[config.mk]
export PLATFORM = sky130hd
export DESIGN_NAME = esa_ctrl
export DESIGN_NICKNAME = d
export VERILOG_FILES = /design/src/hdl/esa_pkg.sv /design/src/hdl/esa_ctrl.sv
export SDC_FILE = /design/constraint.sdc
export NUM_CORES = 1
export LEC_CHECK = 0
export ABC_CLOCK_PERIOD_IN_PS = 1600
export BUFFER_PORTS_ARGS = -buffer_cell sky130_fd_sc_hd__buf_2
export CAP_MARGIN = 10
export CORE_AREA = 8 8 45 47
export CTS_BUF_LIST = sky130_fd_sc_hd__clkbuf_2 sky130_fd_sc_hd__clkbuf_4 sky130_fd_sc_hd__clkbuf_8
export CTS_CLUSTER_SIZE = 25
export DETAILED_ROUTE_END_ITERATION = 8
export DIE_AREA = 0 0 53 55
export PLACE_DENSITY = 0.58
export SYNTH_ARGS = -nofsm -noshare
export SYNTH_HDL_FRONTEND = slang
export SYNTH_SLANG_ARGS = --single-unit
[constraint.sdc]
create_clock -name clk -period 1.6 [get_ports clk]
set_input_delay 0 -clock clk [delete_from_list [all_inputs] [get_ports clk]]
set_output_delay 0 -clock clk [all_outputs]
set_load 0.02 [all_outputs]
[src/hdl/esa_pkg.sv]
// esa_pkg: shared field widths, operation codes and controller/datapath
// command and status structs for the entity slot allocator
// no dependencies
`default_nettype none

package esa_pkg;

	// payload field widths
	localparam int OP_W      = 3;
	localparam int SLOT_W    = 10;
	localparam int BITS_W    = 16;
	localparam int ID_W      = 32;
	localparam int LIVE_W    = 11;
	localparam int S_TDATA_W = 64;
	localparam int M_TDATA_W = 56;

	// operation codes
	localparam logic [OP_W-1:0] OP_CREATE  = 3'd0;
	localparam logic [OP_W-1:0] OP_DESTROY = 3'd1;
	localparam logic [OP_W-1:0] OP_ADD     = 3'd2;
	localparam logic [OP_W-1:0] OP_GET     = 3'd3;
	localparam logic [OP_W-1:0] OP_FIND    = 3'd4;
	localparam logic [OP_W-1:0] OP_MATCH   = 3'd5;

	// controller to datapath commands
	typedef struct packed {
		logic clear_en;
		logic load_en;
		logic apply_en;
		logic scan_start;
		logic scan_en;
		logic res_none;
		logic out_load;
	} cmd_t;

	// datapath to controller status
	typedef struct packed {
		logic [OP_W-1:0] op;
		logic            in_range;
		logic            list_empty;
		logic            clear_last;
		logic            scan_hit;
		logic            scan_end;
		logic            out_free;
	} sts_t;

endpackage

`default_nettype wire

[src/hdl/esa_ctrl.sv]
// esa_ctrl: sequencing state machine of the entity slot allocator
// depends on esa_pkg for command/status structs and operation codes
`default_nettype none

module esa_ctrl (
	input  wire          clk,
	input  wire          arst_n,
	input  wire          s_tvalid,
	output logic         s_tready,
	input  esa_pkg::sts_t sts,
	output esa_pkg::cmd_t cmd
);
	import esa_pkg::*;

	localparam logic [2:0] ST_CLEAR    = 3'd0;
	localparam logic [2:0] ST_IDLE     = 3'd1;
	localparam logic [2:0] ST_DISPATCH = 3'd2;
	localparam logic [2:0] ST_APPLY    = 3'd3;
	localparam logic [2:0] ST_SCAN     = 3'd4;
	localparam logic [2:0] ST_DONE     = 3'd5;

	logic [2:0] state_q;
	logic [2:0] state_d;

	// state register, clearing pass runs first after reset
	always_ff @(posedge clk or negedge arst_n) begin
		if (!arst_n) begin
			state_q <= ST_CLEAR;
		end else begin
			state_q <= state_d;
		end
	end

	// next state and commands
	always_comb begin
		cmd      = '0;
		state_d  = state_q;
		s_tready = (state_q == ST_IDLE);
		case (state_q)
			ST_CLEAR: begin
				cmd.clear_en = 1'b1;
				if (sts.clear_last) state_d = ST_IDLE;
			end
			ST_IDLE: begin
				if (s_tvalid) begin
					cmd.load_en = 1'b1;
					state_d     = ST_DISPATCH;
				end
			end
			ST_DISPATCH: begin
				case (sts.op)
					OP_CREATE: begin
						if (sts.list_empty) begin
							cmd.res_none = 1'b1;
							state_d      = ST_DONE;
						end else begin
							state_d = ST_APPLY;
						end
					end
					OP_DESTROY: begin
						cmd.apply_en = sts.in_range;
						cmd.res_none = !sts.in_range;
						state_d      = ST_DONE;
					end
					OP_ADD, OP_GET: begin
						if (sts.in_range) begin
							state_d = ST_APPLY;
						end else begin
							cmd.res_none = 1'b1;
							state_d      = ST_DONE;
						end
					end
					OP_FIND: begin
						cmd.scan_start = 1'b1;
						state_d        = ST_SCAN;
					end
					OP_MATCH: begin
						if (sts.in_range) begin
							cmd.scan_start = 1'b1;
							state_d        = ST_SCAN;
						end else begin
							cmd.res_none = 1'b1;
							state_d      = ST_DONE;
						end
					end
					default: begin
						cmd.res_none = 1'b1;
						state_d      = ST_DONE;
					end
				endcase
			end
			ST_APPLY: begin
				cmd.apply_en = 1'b1;
				state_d      = ST_DONE;
			end
			ST_SCAN: begin
				cmd.scan_en = 1'b1;
				if (sts.scan_hit || sts.scan_end) state_d = ST_DONE;
			end
			ST_DONE: begin
				if (sts.out_free) begin
					cmd.out_load = 1'b1;
					state_d      = ST_IDLE;
				end
			end
			default: begin
				state_d = ST_IDLE;
			end
		endcase
	end

endmodule

`default_nettype wire

==> results.cfg <==
[logic_synthesis]
yosys-top-cells-area = dfrtp_1, nor4b_4, nor2_1
synth_area_per_cell_sq_um = 7.97
ys_seq_area_share_pct = 24.8
synth.net_count = 50
synth_top_area_cell = dfrtp_1
synth_top_area_share_pct = 24.8
synthCells = 38
ys_ff_latch = 3
syn_area_sq_um = 303
synth_warnings = 0
ys_types = 21

[placement]
pre_cts_ws_ps = 213
placed_cell_area_sq_um = 417
place.gp.congestion = 0.815
portBuffers = 19

[die]
chipHeight_microns = 55
core_sq_um = 1380
die_x_microns = 53
start_util_pct = 21.9
io_pins = 20
dieArea_sq_um = 2920
num_rows = 14

[pwr]
vdd_drop_max_v = 0.000598
pwr-share-comb_pct = 62.5
switching_share_pct = 45.1
p_total_uw = 736
power_frac_clock_pct = 20.6
pwr-share-seq_pct = 16.9
powerDensity_nw_per_um2 = 1550
p_leak_nw = 0.240
p_switching_uw = 332
intPower_uw = 404

[layout]
regMostFlops = state_q
final_util_pct = 34.3
final_common_cell = buf_2
n_antenna_cell = 0
reg_top3 = state_q (3)
final_nets = 77
drive_gt1_share_pct = 50.0
final_cell_mix = buf_2, nor2_1, buf_4, nand2_1, clkbuf_4
area_growth_pct = 56.6
finish.instance_area_sq_um = 474
multi_input_area_sq_um = 200
fill_cells = 159
seqCellArea_sq_um = 75.1
largest_register_ffs = 3

[sta]
grt_setup_unrepaired = false
fmax_mhz = 665
setup-tns-final_ps = 0
hold_viol = 0
period_minus_slack_ps = 1500
finClkSkew_ps = 0.968
worst_slack_ps = 95.4
tightest_slew_ps = 275
slew_headroom_pct = 81.6
post-route-period-util_pct = 94.0
slew_violations = 0
setup_viol = 0

[clock_tree]
clock_latency_ps = 230
clock-root-buffer = clkbuf_4
htreeDepth = 1
cts_buffers = 3
clock-sinks = 3
cts_tree = done
cts_buffer_depth = 2
clk_pin_slew_worst_paths_ps = 40

[setup_path]
crit_fanout = 3
required_ps = 1600
end_kind = output pin
slowest_delay_ps = 420
regToRegSetupSlack_ps = 220
critPathTopFamily = simple AND/OR/NAND/NOR gates
worstPathArrival_ps = 1500
start_kind = flop
critPathBufInv = 1
crit_chain = or3b_4 -> nor4b_4 -> buf_4
path_class = reg -> out
reg2reg_depth = 4
reg2reg_to = state_q[0]$_DFFE_PN0P_
cp_slowest_cell = or3b_4
r2r-start = state_q[0]$_DFFE_PN0P_

[global_route]
grt_pass1_wl_microns = 1410
grt_pass1_vias = 361
antenna_found_initial = 0
grt_max_degree = 11
grt.overflow.total = 0
grt_usage_pct = 6.57

[worst_hold_path]
hold_start = s_tvalid
hold_path_class = in -> reg
min_path_cells = 3
hold_end = state_q[1]$_DFFE_PN0P_

[drt]
vias = 353
drt_first_pass_iters = 4
post-route-drc-count = 0
drt-initial-drc-count = 6
viasPerCell = 4.41
wire_per_inst_microns = 11.0
wl_microns = 883
detail-route-antenna-nets = 0

[outcome]
outcome = complete, no violations

[job]
maxCapViolCount = 0
[per-stage QoR]
| stage | hold WS [ps] | instances |
|---|---|---|
| floorplan | -296 | 38 |
| global placement | -202 | 73 |
| detailed placement | -201 | 73 |
| CTS | 68.2 | 79 |
| global route | 87.5 | 80 |
| finish | 79.5 | 80 |
[timing repair]
action | 4_1_cts | 5_1_grt
hold buffers | 1 | 0
pin swaps | 0 | 1
hold endpoints to repair | 3 | 0
setup buffers | 1 | 1
gates resized for setup | 1 | 0
setup endpoints to repair | 1 | 1
[synthesized netlist by cell type (all sizes together)]
library cell and n:
a2111oi 1, a211o 2, a211oi 1, a21oi 4
a31oi 2, buf 2, dfrtp 3, inv 3
nand2 4, nand2b 1, nor2 6, nor2b 1
nor3 2, nor3b 1, nor4b 1, o21ai 2
or3 1, or3b 1
[layer usage]
layer / wire length, microns / GRT usage, % / vias up
met2: 358 / 9.18 / 19
li1: - / - / 187
met1: 428 / 7.79 / 147
met3: 95 / 3.48 / 0
met4: 0 / 3.88 / 0
met5: 0 / 0 / -
[layout make-up]
cell class / count / area share (%)
timing repair buffer: 24 / 29.0
inverter: 3 / 2.37
multi-input combinational: 30 / 42.2
tap: 16 / 4.22
clock buffer: 4 / 6.33
sequential: 3 / 15.8
[power by group through the flow]
stage	clock, mW	sequential [mW]	combinational (mW)
2_1_floorplan	0	0.132	0.319
3_3_place_gp	0	0.137	0.443
3_5_place_dp	0	0.138	0.434
4_1_cts	0.157	0.125	0.464
5_1_grt	0.164	0.128	0.505
6_report	0.151	0.124	0.460
[logic make-up (layout without fill, tap and decap cells)]
kind of cell	count (synthesis)	after routing	synth area share, %
AOI/OAI and AO/OA	12	12	28.5
and+or+nand+nor	18	18	37.6
buffers and inverters	5	31	9.09
DFF	3	3	24.8
[worst max-delay path by stage]
| stage | slack (ps) | end | cells past startpoint | from |
|---|---|---|---|---|
| 3_3_place_gp | 270 | cmd[3] | 3 | state_q[1]$_DFFE_PN0P_ |
| 3_5_place_dp | 210 | cmd[3] | 3 | state_q[1]$_DFFE_PN0P_ |
| 6_report | 100 | cmd[3] | 3 | state_q[0]$_DFFE_PN0P_ |
| 4_1_cts | 60 | cmd[3] | 3 | state_q[0]$_DFFE_PN0P_ |
| 5_1_grt | 10 | cmd[3] | 3 | state_q[0]$_DFFE_PN0P_ |
| 2_1_floorplan | 100 | state_q[0]$_DFFE_PN0P_ | 4 | state_q[0]$_DFFE_PN0P_ |
[tightest hold or removal path, stage by stage]
cell      delay (ps)
buf_2            100
nand2b_1         100
o21ai_1           70
No activity file was read; power rests on OpenSTA's default activity.
